<file path="src/rtl/core/xor_sentence_frame_checker_core_assert.svh">
// Assertion macros for the sentence frame checker core.
// Users must have clk and arst_n in scope; no other dependencies.
`ifndef XOR_SENTENCE_FRAME_CHECKER_CORE_ASSERT_SVH
`define XOR_SENTENCE_FRAME_CHECKER_CORE_ASSERT_SVH
`ifndef NO_ASSERTIONS
`define XSFC_ASSERT(lbl, prop) \
	lbl: assert property (@(posedge clk) disable iff (!arst_n) prop) \
		else $error("xsfc assertion failed");
`define XSFC_ASSERT_NEXT(lbl, pre, post) \
	lbl: assert property (@(posedge clk) disable iff (!arst_n) (pre) |=> (post)) \
		else $error("xsfc next-cycle assertion failed");
`else
`define XSFC_ASSERT(lbl, prop)
`define XSFC_ASSERT_NEXT(lbl, pre, post)
`endif
`endif

</file>
<file path="src/rtl/core/xsfc_pkg.sv">
// Shared types and constants for the sentence frame checker.
// No dependencies; imported by the interfaces and all modules.
`timescale 1ns / 1ps
`default_nettype none

package xsfc_pkg;

	localparam int BUFFER_BYTES    = 128;
	localparam int FRAME_LIMIT     = ((BUFFER_BYTES - 3) < 127) ? (BUFFER_BYTES - 3) : 127;
	localparam int STAR_MIN_OFFSET = 5;

	localparam logic [7:0] CH_DOLLAR = 8'h24;
	localparam logic [7:0] CH_STAR   = 8'h2A;
	localparam logic [7:0] CH_CR     = 8'h0D;
	localparam logic [7:0] CH_LF     = 8'h0A;

	typedef logic [7:0] byte_t;
	typedef logic [6:0] count_t;

	typedef enum logic [1:0] {
		PH_HUNT  = 2'd0,
		PH_BODY  = 2'd1,
		PH_FIELD = 2'd2
	} phase_t;

	typedef enum logic [2:0] {
		ST_OK        = 3'd0,
		ST_NO_STAR   = 3'd1,
		ST_BAD_FIELD = 3'd2,
		ST_MISMATCH  = 3'd3,
		ST_OVERRUN   = 3'd4
	} status_t;

	typedef struct packed {
		phase_t phase;
		logic   pending_cr;
		byte_t  xor_accum;
		byte_t  hex_value;
		logic   hex_too_big;
		logic   hex_digit_seen;
		logic   hex_bad_char;
		count_t byte_count;
	} xsfc_state_t;

	typedef struct packed {
		status_t status;
		count_t  length;
		byte_t   computed;
		byte_t   received;
	} xsfc_result_t;

	localparam count_t LIMIT_CNT    = count_t'(FRAME_LIMIT);
	localparam count_t STAR_MIN_CNT = count_t'(STAR_MIN_OFFSET);

	localparam xsfc_state_t STATE_CLEAR = '{
		phase: PH_HUNT, pending_cr: 1'b0, xor_accum: 8'h00, hex_value: 8'h00,
		hex_too_big: 1'b0, hex_digit_seen: 1'b0, hex_bad_char: 1'b0,
		byte_count: 7'd0
	};

	localparam xsfc_state_t STATE_START = '{
		phase: PH_BODY, pending_cr: 1'b0, xor_accum: 8'h00, hex_value: 8'h00,
		hex_too_big: 1'b0, hex_digit_seen: 1'b0, hex_bad_char: 1'b0,
		byte_count: 7'd1
	};

endpackage

`default_nettype wire

</file>
<file path="src/rtl/core/xsfc_rx_if.sv">
// Valid/ready channel carrying received serial bytes.
// Depends on xsfc_pkg for the byte type.
`timescale 1ns / 1ps
`default_nettype none

interface xsfc_rx_if import xsfc_pkg::*; ();

	logic  valid;
	logic  ready;
	byte_t rx_byte;

	modport source (output valid, output rx_byte, input ready);
	modport sink (input valid, input rx_byte, output ready);

endinterface

`default_nettype wire

</file>
<file path="src/rtl/core/xsfc_res_if.sv">
// Valid/ready channel carrying one frame verdict per transfer.
// Depends on xsfc_pkg for the field types.
`timescale 1ns / 1ps
`default_nettype none

interface xsfc_res_if import xsfc_pkg::*; ();

	logic       valid;
	logic       ready;
	logic [2:0] frame_status;
	count_t     frame_length;
	byte_t      computed_checksum;
	byte_t      received_checksum;

	modport source (output valid, output frame_status, output frame_length,
		output computed_checksum, output received_checksum, input ready);
	modport sink (input valid, input frame_status, input frame_length,
		input computed_checksum, input received_checksum, output ready);

endinterface

`default_nettype wire

</file>
<file path="src/rtl/core/xor_sentence_frame_checker_core.sv">
// Top level of the NMEA-style sentence checksum checker.
// Depends on xsfc_pkg, xsfc_rx_if, xsfc_res_if, xsfc_take and the assert header.
//
//   Channel | Direction | Payload                                        | Handshake
//   rx      | in        | rx_byte                                        | valid/ready
//   res     | out       | frame_status, frame_length, computed/received  | valid/ready
//   cfg     | in        | cfg_wdata (receive_enable)                     | cfg_we only
//
// One byte is taken per cycle, back to back. A transferred byte is held in an input
// register, then the parser state is updated and any verdict is written into the
// result register, from which it is offered on res. A full result register that
// is not taken stalls the input register, and the input channel drops ready only
// when both are held. Reset clears the parser to hunting and disables reception.
`timescale 1ns / 1ps
`default_nettype none

`include "xor_sentence_frame_checker_core_assert.svh"

module xor_sentence_frame_checker_core import xsfc_pkg::*; (
	input  wire logic      clk,
	input  wire logic      arst_n,
	input  wire logic      cfg_we,
	input  wire logic      cfg_wdata,
	xsfc_rx_if.sink        rx,
	xsfc_res_if.source     res
);

	// Input register stage.
	logic  rx_valid_s1;
	byte_t rx_byte_s1;

	// Parser state and the enable register.
	xsfc_state_t state_q;
	logic        enable_q;

	// Result register.
	logic         res_valid_q;
	xsfc_result_t res_q;

	// Step logic.
	logic         advance;
	xsfc_state_t  state_d;
	logic         res_v;
	xsfc_result_t res_d;
	xsfc_result_t end_res;
	xsfc_state_t  cr_nxt;
	logic         cr_ovf;
	xsfc_result_t cr_res;
	xsfc_state_t  data_in;
	xsfc_state_t  data_nxt;
	logic         data_ovf;
	xsfc_result_t data_res;

	// The stage moves whenever the result register is empty or being drained.
	assign advance  = !res_valid_q || res.ready;
	assign rx.ready = !rx_valid_s1 || advance;

	// A CR held back from the previous byte turns out to be data when the
	// current byte is not LF; it is stored first, then the current byte.
	xsfc_take u_take_cr (
		.st      (state_q),
		.data    (CH_CR),
		.nxt     (cr_nxt),
		.ovf     (cr_ovf),
		.ovf_res (cr_res)
	);

	assign data_in = state_q.pending_cr ? cr_nxt : state_q;

	xsfc_take u_take_data (
		.st      (data_in),
		.data    (rx_byte_s1),
		.nxt     (data_nxt),
		.ovf     (data_ovf),
		.ovf_res (data_res)
	);

	// Verdict at CR LF. Without a star the whole body was XORed.
	always_comb begin
		end_res.length   = state_q.byte_count;
		end_res.computed = state_q.xor_accum;
		end_res.received = (state_q.phase == PH_FIELD) ? state_q.hex_value : 8'h00;
		if (state_q.phase == PH_BODY) begin
			end_res.status = ST_NO_STAR;
		end else if (!state_q.hex_digit_seen || state_q.hex_bad_char) begin
			end_res.status = ST_BAD_FIELD;
		end else if (state_q.hex_too_big || state_q.hex_value != state_q.xor_accum) begin
			end_res.status = ST_MISMATCH;
		end else begin
			end_res.status = ST_OK;
		end
	end

	always_comb begin
		state_d = state_q;
		res_v   = 1'b0;
		res_d   = data_res;
		if (!enable_q) begin
			state_d = STATE_CLEAR;
		end else if (state_q.phase != PH_BODY && state_q.phase != PH_FIELD) begin
			// Hunting: only a dollar sign opens a frame.
			state_d = (rx_byte_s1 == CH_DOLLAR) ? STATE_START : STATE_CLEAR;
		end else if (state_q.pending_cr && rx_byte_s1 == CH_LF) begin
			res_v   = 1'b1;
			res_d   = end_res;
			state_d = STATE_CLEAR;
		end else if (state_q.pending_cr && cr_ovf) begin
			// The held CR overflowed; a dollar sign right after it opens a frame.
			res_v   = 1'b1;
			res_d   = cr_res;
			state_d = (rx_byte_s1 == CH_DOLLAR) ? STATE_START : STATE_CLEAR;
		end else if (rx_byte_s1 == CH_CR) begin
			state_d = data_in;
			state_d.pending_cr = 1'b1;
		end else begin
			state_d = data_nxt;
			res_v   = data_ovf;
		end
	end

	always_ff @(posedge clk or negedge arst_n) begin
		if (!arst_n) begin
			rx_valid_s1 <= 1'b0;
		end else if (rx.ready) begin
			rx_valid_s1 <= rx.valid;
		end
	end

	always_ff @(posedge clk) begin
		if (rx.valid && rx.ready) begin
			rx_byte_s1 <= rx.rx_byte;
		end
	end

	// A configuration write always restarts the parser.
	always_ff @(posedge clk or negedge arst_n) begin
		if (!arst_n) begin
			enable_q <= 1'b0;
			state_q  <= STATE_CLEAR;
		end else if (cfg_we) begin
			enable_q <= cfg_wdata;
			state_q  <= STATE_CLEAR;
		end else if (rx_valid_s1 && advance) begin
			state_q <= state_d;
		end
	end

	always_ff @(posedge clk or negedge arst_n) begin
		if (!arst_n) begin
			res_valid_q <= 1'b0;
		end else if (advance) begin
			res_valid_q <= rx_valid_s1 && res_v;
		end
	end

	always_ff @(posedge clk) begin
		if (advance && rx_valid_s1 && res_v) begin
			res_q <= res_d;
		end
	end

	assign res.valid             = res_valid_q;
	assign res.frame_status      = res_q.status;
	assign res.frame_length      = res_q.length;
	assign res.computed_checksum = res_q.computed;
	assign res.received_checksum = res_q.received;

	`XSFC_ASSERT(a_ok_match, res_valid_q && res_q.status == ST_OK |-> res_q.computed == res_q.received)
	`XSFC_ASSERT(a_nostar_zero, res_valid_q && res_q.status == ST_NO_STAR |-> res_q.received == 8'h00)
	`XSFC_ASSERT(a_overrun_len, res_valid_q && res_q.status == ST_OVERRUN |-> res_q.length == LIMIT_CNT)
	`XSFC_ASSERT(a_hunt_clean, state_q.phase == PH_HUNT |-> state_q.byte_count == 7'd0 && !state_q.pending_cr)
	`XSFC_ASSERT_NEXT(a_cfg_clears, cfg_we, state_q.phase == PH_HUNT && state_q.byte_count == 7'd0)

endmodule

`default_nettype wire

</file>
<file path="src/rtl/core/xsfc_take.sv">
// Stores one data byte of an open frame: checksum, star detection, hex field.
// Depends on xsfc_pkg for the parser state and result types.
`timescale 1ns / 1ps
`default_nettype none

module xsfc_take import xsfc_pkg::*; (
	input  xsfc_state_t  st,
	input  byte_t        data,
	output xsfc_state_t  nxt,
	output logic         ovf,
	output xsfc_result_t ovf_res
);

	function automatic logic [4:0] hex_digit(input byte_t b);
		logic [4:0] r;
		byte_t      t;
		r = 5'd0;
		t = 8'h00;
		if (b >= 8'h30 && b <= 8'h39) begin
			t = b - 8'h30;
			r = {1'b1, t[3:0]};
		end else if (b >= 8'h41 && b <= 8'h46) begin
			t = b - 8'h37;
			r = {1'b1, t[3:0]};
		end else if (b >= 8'h61 && b <= 8'h66) begin
			t = b - 8'h57;
			r = {1'b1, t[3:0]};
		end
		return r;
	endfunction

	logic [4:0] digit;

	assign digit = hex_digit(data);

	always_comb begin
		nxt = st;
		nxt.pending_cr = 1'b0;
		ovf = 1'b0;
		ovf_res.status   = ST_OVERRUN;
		ovf_res.length   = st.byte_count;
		ovf_res.computed = st.xor_accum;
		ovf_res.received = (st.phase == PH_FIELD) ? st.hex_value : 8'h00;
		if (st.byte_count >= LIMIT_CNT) begin
			ovf = 1'b1;
			nxt = STATE_CLEAR;
		end else begin
			nxt.byte_count = st.byte_count + 7'd1;
			if (st.phase == PH_BODY) begin
				if (data == CH_STAR && st.byte_count >= STAR_MIN_CNT) begin
					nxt.phase = PH_FIELD;
				end else begin
					nxt.xor_accum = st.xor_accum ^ data;
				end
			end else if (!digit[4]) begin
				nxt.hex_bad_char = 1'b1;
			end else begin
				if (|st.hex_value[7:4]) begin
					nxt.hex_too_big = 1'b1;
				end
				nxt.hex_value = {st.hex_value[3:0], digit[3:0]};
				nxt.hex_digit_seen = 1'b1;
			end
		end
	end

endmodule

`default_nettype wire

</file>
<file path="src/flat_wrapper.sv">
// flat-port wrapper written by rule: the top's interface ports become plain ports
module xor_sentence_frame_checker_core_flat import xsfc_pkg::*;
  (clk, arst_n, cfg_we, cfg_wdata, rx_valid, rx_rx_byte, rx_ready, res_valid, res_frame_status, res_frame_length, res_computed_checksum, res_received_checksum, res_ready);
  xsfc_rx_if rx_i ();
  xsfc_res_if res_i ();
  input  wire logic clk;
  input  wire logic arst_n;
  input  wire logic cfg_we;
  input  wire logic cfg_wdata;
  input wire logic [$bits(rx_i.valid)-1:0] rx_valid;
  input wire logic [$bits(rx_i.rx_byte)-1:0] rx_rx_byte;
  output wire logic [$bits(rx_i.ready)-1:0] rx_ready;
  output wire logic [$bits(res_i.valid)-1:0] res_valid;
  output wire logic [$bits(res_i.frame_status)-1:0] res_frame_status;
  output wire logic [$bits(res_i.frame_length)-1:0] res_frame_length;
  output wire logic [$bits(res_i.computed_checksum)-1:0] res_computed_checksum;
  output wire logic [$bits(res_i.received_checksum)-1:0] res_received_checksum;
  input wire logic [$bits(res_i.ready)-1:0] res_ready;
  assign rx_i.valid = rx_valid;
  assign rx_i.rx_byte = rx_rx_byte;
  assign rx_ready = rx_i.ready;
  assign res_valid = res_i.valid;
  assign res_frame_status = res_i.frame_status;
  assign res_frame_length = res_i.frame_length;
  assign res_computed_checksum = res_i.computed_checksum;
  assign res_received_checksum = res_i.received_checksum;
  assign res_i.ready = res_ready;
  xor_sentence_frame_checker_core u_core (.clk(clk), .arst_n(arst_n), .cfg_we(cfg_we), .cfg_wdata(cfg_wdata), .rx(rx_i), .res(res_i));
endmodule
</file>
<file path="config.mk">
export PLATFORM = sky130hd
export DESIGN_NAME = xor_sentence_frame_checker_core_flat
export DESIGN_NICKNAME = d
export VERILOG_FILES = /design/src/rtl/core/xsfc_pkg.sv /design/src/rtl/core/xsfc_rx_if.sv /design/src/rtl/core/xsfc_res_if.sv /design/src/rtl/core/xor_sentence_frame_checker_core.sv /design/src/rtl/core/xsfc_take.sv /design/src/flat_wrapper.sv
export VERILOG_INCLUDE_DIRS = /design/src /design/src/rtl/core
export SDC_FILE = /design/constraint.sdc
export NUM_CORES = 1
export LEC_CHECK = 0
export ABC_CLOCK_PERIOD_IN_PS = 5290
export BUFFER_PORTS_ARGS = -buffer_cell sky130_fd_sc_hd__clkbuf_2
export CAP_MARGIN = 5
export CORE_UTILIZATION = 46
export DETAILED_ROUTE_END_ITERATION = 6
export PLACE_DENSITY = 0.65
export REMOVE_ABC_BUFFERS = 1
export SLEW_MARGIN = 15
export SYNTH_ARGS = -nofsm -noshare
export SYNTH_HDL_FRONTEND = slang
export SYNTH_SLANG_ARGS = --single-unit
</file>
<file path="constraint.sdc">
create_clock -name clk -period 5.29 [get_ports clk]
set_clock_uncertainty 0.1 [all_clocks]
set_input_delay 0.529 -clock clk [delete_from_list [all_inputs] [get_ports clk]]
set_output_delay 0.529 -clock clk [all_outputs]
set_load 0.01 [all_outputs]
</file>
==> results.json <==
{
  "status": "completed",
  "numCtsBuffers": 9,
  "wire_per_inst_um": 17.5,
  "synth_warnings": 0,
  "synth_seq_cells": 66,
  "row_count": 32,
  "synthAdderAreaFrac": 0.0327,
  "final_area_mm2": 0.00432,
  "hold_viol_final": 0,
  "power_w": 0.00108,
  "hp-class": "input pin to async pin",
  "syn_area_per_cell_um2": 10.2,
  "core-area_mm2": 0.00789,
  "slew_viol_final": 0,
  "die_h_um": 93.1,
  "worstReg2RegEnd": "u_core.state_q[9]",
  "fillers": 718,
  "dr.pass1.iters": 7,
  "ys_async_sr_fraction": 0.485,
  "yosys.area.top_type": "edfxtp_1",
  "hpwl_um": 6610,
  "placedCellCount": 502,
  "drive_gt1_frac": 0.183,
  "track_usage": 0.227,
  "fin_ws_ps": 1610,
  "drt.antenna.violating_nets": 0,
  "r2r_start": "u_core.end_res[16]",
  "max_slew_margin": 0.384,
  "setup_tns_ps": 0,
  "crit_type": "flip-flop to flip-flop",
  "leakagePower_nw": 1.74,
  "port_buffers": 41,
  "fmax_mhz": 272,
  "multi_input_area_mm2": 0.00186,
  "htree_num_levels": 3,
  "vias": 3060,
  "muxShareOfSynthArea": 0.0111,
  "yosysSeqAreaShare": 0.477,
  "setup_viol": 0,
  "drt_iter0_drc": 282,
  "synthXorXnorAreaFrac": 0.0458,
  "min_period_ps": 3680,
  "ioPinCount": 42,
  "die_area_mm2": 0.00868,
  "layout_common_cells": "41 x clkbuf_2, 38 x nand2_1, 34 x edfxtp_1",
  "stdcell_count": 518,
  "rsz0062_at_grt": "no",
  "reg2reg_depth": 10,
  "cts.clk_slew.worst_paths_ps": 90,
  "clk_latency_ps": 350,
  "wirelength_um": 9040,
  "syn_area_mm2": 0.00382,
  "first_global_vias": 2881,
  "syn2layout_area_growth_pct": 13.0,
  "synth-simple-area-share": 0.202,
  "grt_max_degree": 33,
  "insertedDiodeCount": 0,
  "rrSetupSlack_ps": 1610,
  "cts_tree": "done",
  "endpoint_kind": "flip-flop",
  "dpl_cell_area_mm2": 0.00409,
  "dominantRegCellSynth": "edfxtp_1",
  "place.gp.congestion": 0.969,
  "maxCapViolCount": 0,
  "register_area_mm2": 0.00182,
  "dp_slack_ps": 1640,
  "synth_top_family_by_area": "simple AND/OR/NAND/NOR gates",
  "drcViolationCount": 0,
  "synth-edff-count": 34,
  "synth_top_area_share": 0.267,
  "antenna_found_initial": 0,
  "cp.required_ps": 5480,
  "clockBufferDepth": 2,
  "cp_max_fo": 15,
  "ir_drop_mv": 0.158,
  "ys_types": 66,
  "synth-compound-area-share": 0.192,
  "cts_sinks": 66,
  "worstMarginPinSlew_ps": 919,
  "fp.dieW_um": 93.1,
  "start_kind": "flip-flop",
  "final_nets": 435,
  "cts_setup_buffers": 0,
  "gr-total-overflow": 0,
  "power.density_mw_per_mm2": 249,
  "cts-root-buf": "clkbuf_8",
  "grt_pass1_wl_um": 14900,
  "fin_crit_sh": 0.696,
  "crit_arrival_ps": 3870,
  "initial_core_util": 0.484,
  "viasPerCell": 5.91,
  "netlist_instances": 373,
  "final_common_cell": "clkbuf_2",
  "ctsResizeCount": 0,
  "cts.hold.buffers_added": 0,
  "synth_area_leaders": "edfxtp_1 27%, dfrtp_1 21%, nand2_1 3.7%"
}
==> sequential cells by signal (all words and copies together) (netlist names), 3 cells and up <==
signal / count
u_core.end_res: 15
u_core.state_q: 14
u_core.res.frame_status: 3
u_core.rx_byte_s1: 8
u_core.res.frame_length: 7
u_core.res.received_checksum: 8
u_core.res.computed_checksum: 8
==> area by class of cell <==
cell class | count | area share
Sequential cell | 66 | 0.422
Inverter | 15 | 0.0130
Clock inverter | 7 | 0.0232
Clock buffer | 9 | 0.0287
Tap cell | 102 | 0.0296
Timing Repair Buffer | 44 | 0.0528
Multi-Input combinational cell | 275 | 0.431
==> cells in the mapped netlist, types with 6 or more instances <==
| library cell | instances |
|---|---|
| a21oi_1 | 10 |
| a22o_1 | 11 |
| a31oi_1 | 8 |
| and2_1 | 12 |
| clkbuf_1 | 7 |
| dfrtp_1 | 32 |
| edfxtp_1 | 34 |
| ha_1 | 10 |
| inv_1 | 15 |
| nand2_1 | 38 |
| nand3_1 | 9 |
| nand4_1 | 7 |
| nor2_1 | 26 |
| nor2b_1 | 11 |
| nor3_1 | 11 |
| o21ai_0 | 16 |
| o22ai_1 | 7 |
| or3_1 | 6 |
| xnor2_1 | 7 |
| xor2_1 | 13 |
==> worst max-delay path: stages (launching register included) <==
cell and delay, ps:
dfrtp_1 530, ha_1 290, or3_4 400, nand3_1 120, a31oi_1 140, ha_1 290, or4_1 550, o211ai_1 180
o31ai_4 180, nor2b_1 580, a32o_1 260
==> metal layers <==
| layer | part of all wire | GRT usage |
|---|---|---|
| met5 | 0 | 0 |
| met1 | 0.50 | 0.338 |
| met2 | 0.44 | 0.327 |
| met3 | 0.048 | 0.0423 |
| met4 | 0.018 | 0.0821 |
==> power breakdown <==
group	internal [W]	switching [W]	total [W]
clock	0.000269	0.000210	0.000480
sequential	0.000545	0.0000117	0.000557
combinational	0.0000162	0.0000239	0.0000401
==> per-stage QoR <==
stage	utilization	hold WS, ps
floorplan	-	133
global placement	0.519	377
detailed placement	0.519	378
CTS	0.547	208
global route	0.547	232
finish	0.547	172
==> logic make-up (layout without fill, tap and decap cells) <==
kind of cell	Yosys count	count (layout)
simple gates	147	147
compound gates	94	94
flops	66	66
buf+inv	32	75
xor+xnor	20	20
fa+ha+maj	10	10
mux	4	4
==> worst max path at each step <==
stage / slack (ps) / cells past startpoint / endpoint / from
6_report: 1610 / 10 / u_core.state_q[9] / u_core.end_res[16]
5_1_grt: 1330 / 10 / u_core.state_q[9] / u_core.end_res[16]
4_1_cts: 1620 / 10 / u_core.state_q[9] / u_core.end_res[16]
3_5_place_dp: 1640 / 10 / u_core.state_q[9] / u_core.end_res[16]
2_1_floorplan: 410 / 10 / u_core.res.computed_checksum[0] / u_core.end_res[16]
3_3_place_gp: 1730 / 10 / u_core.state_q[9] / u_core.end_res[16]
Note: power is estimated with default switching activity, not from simulation.
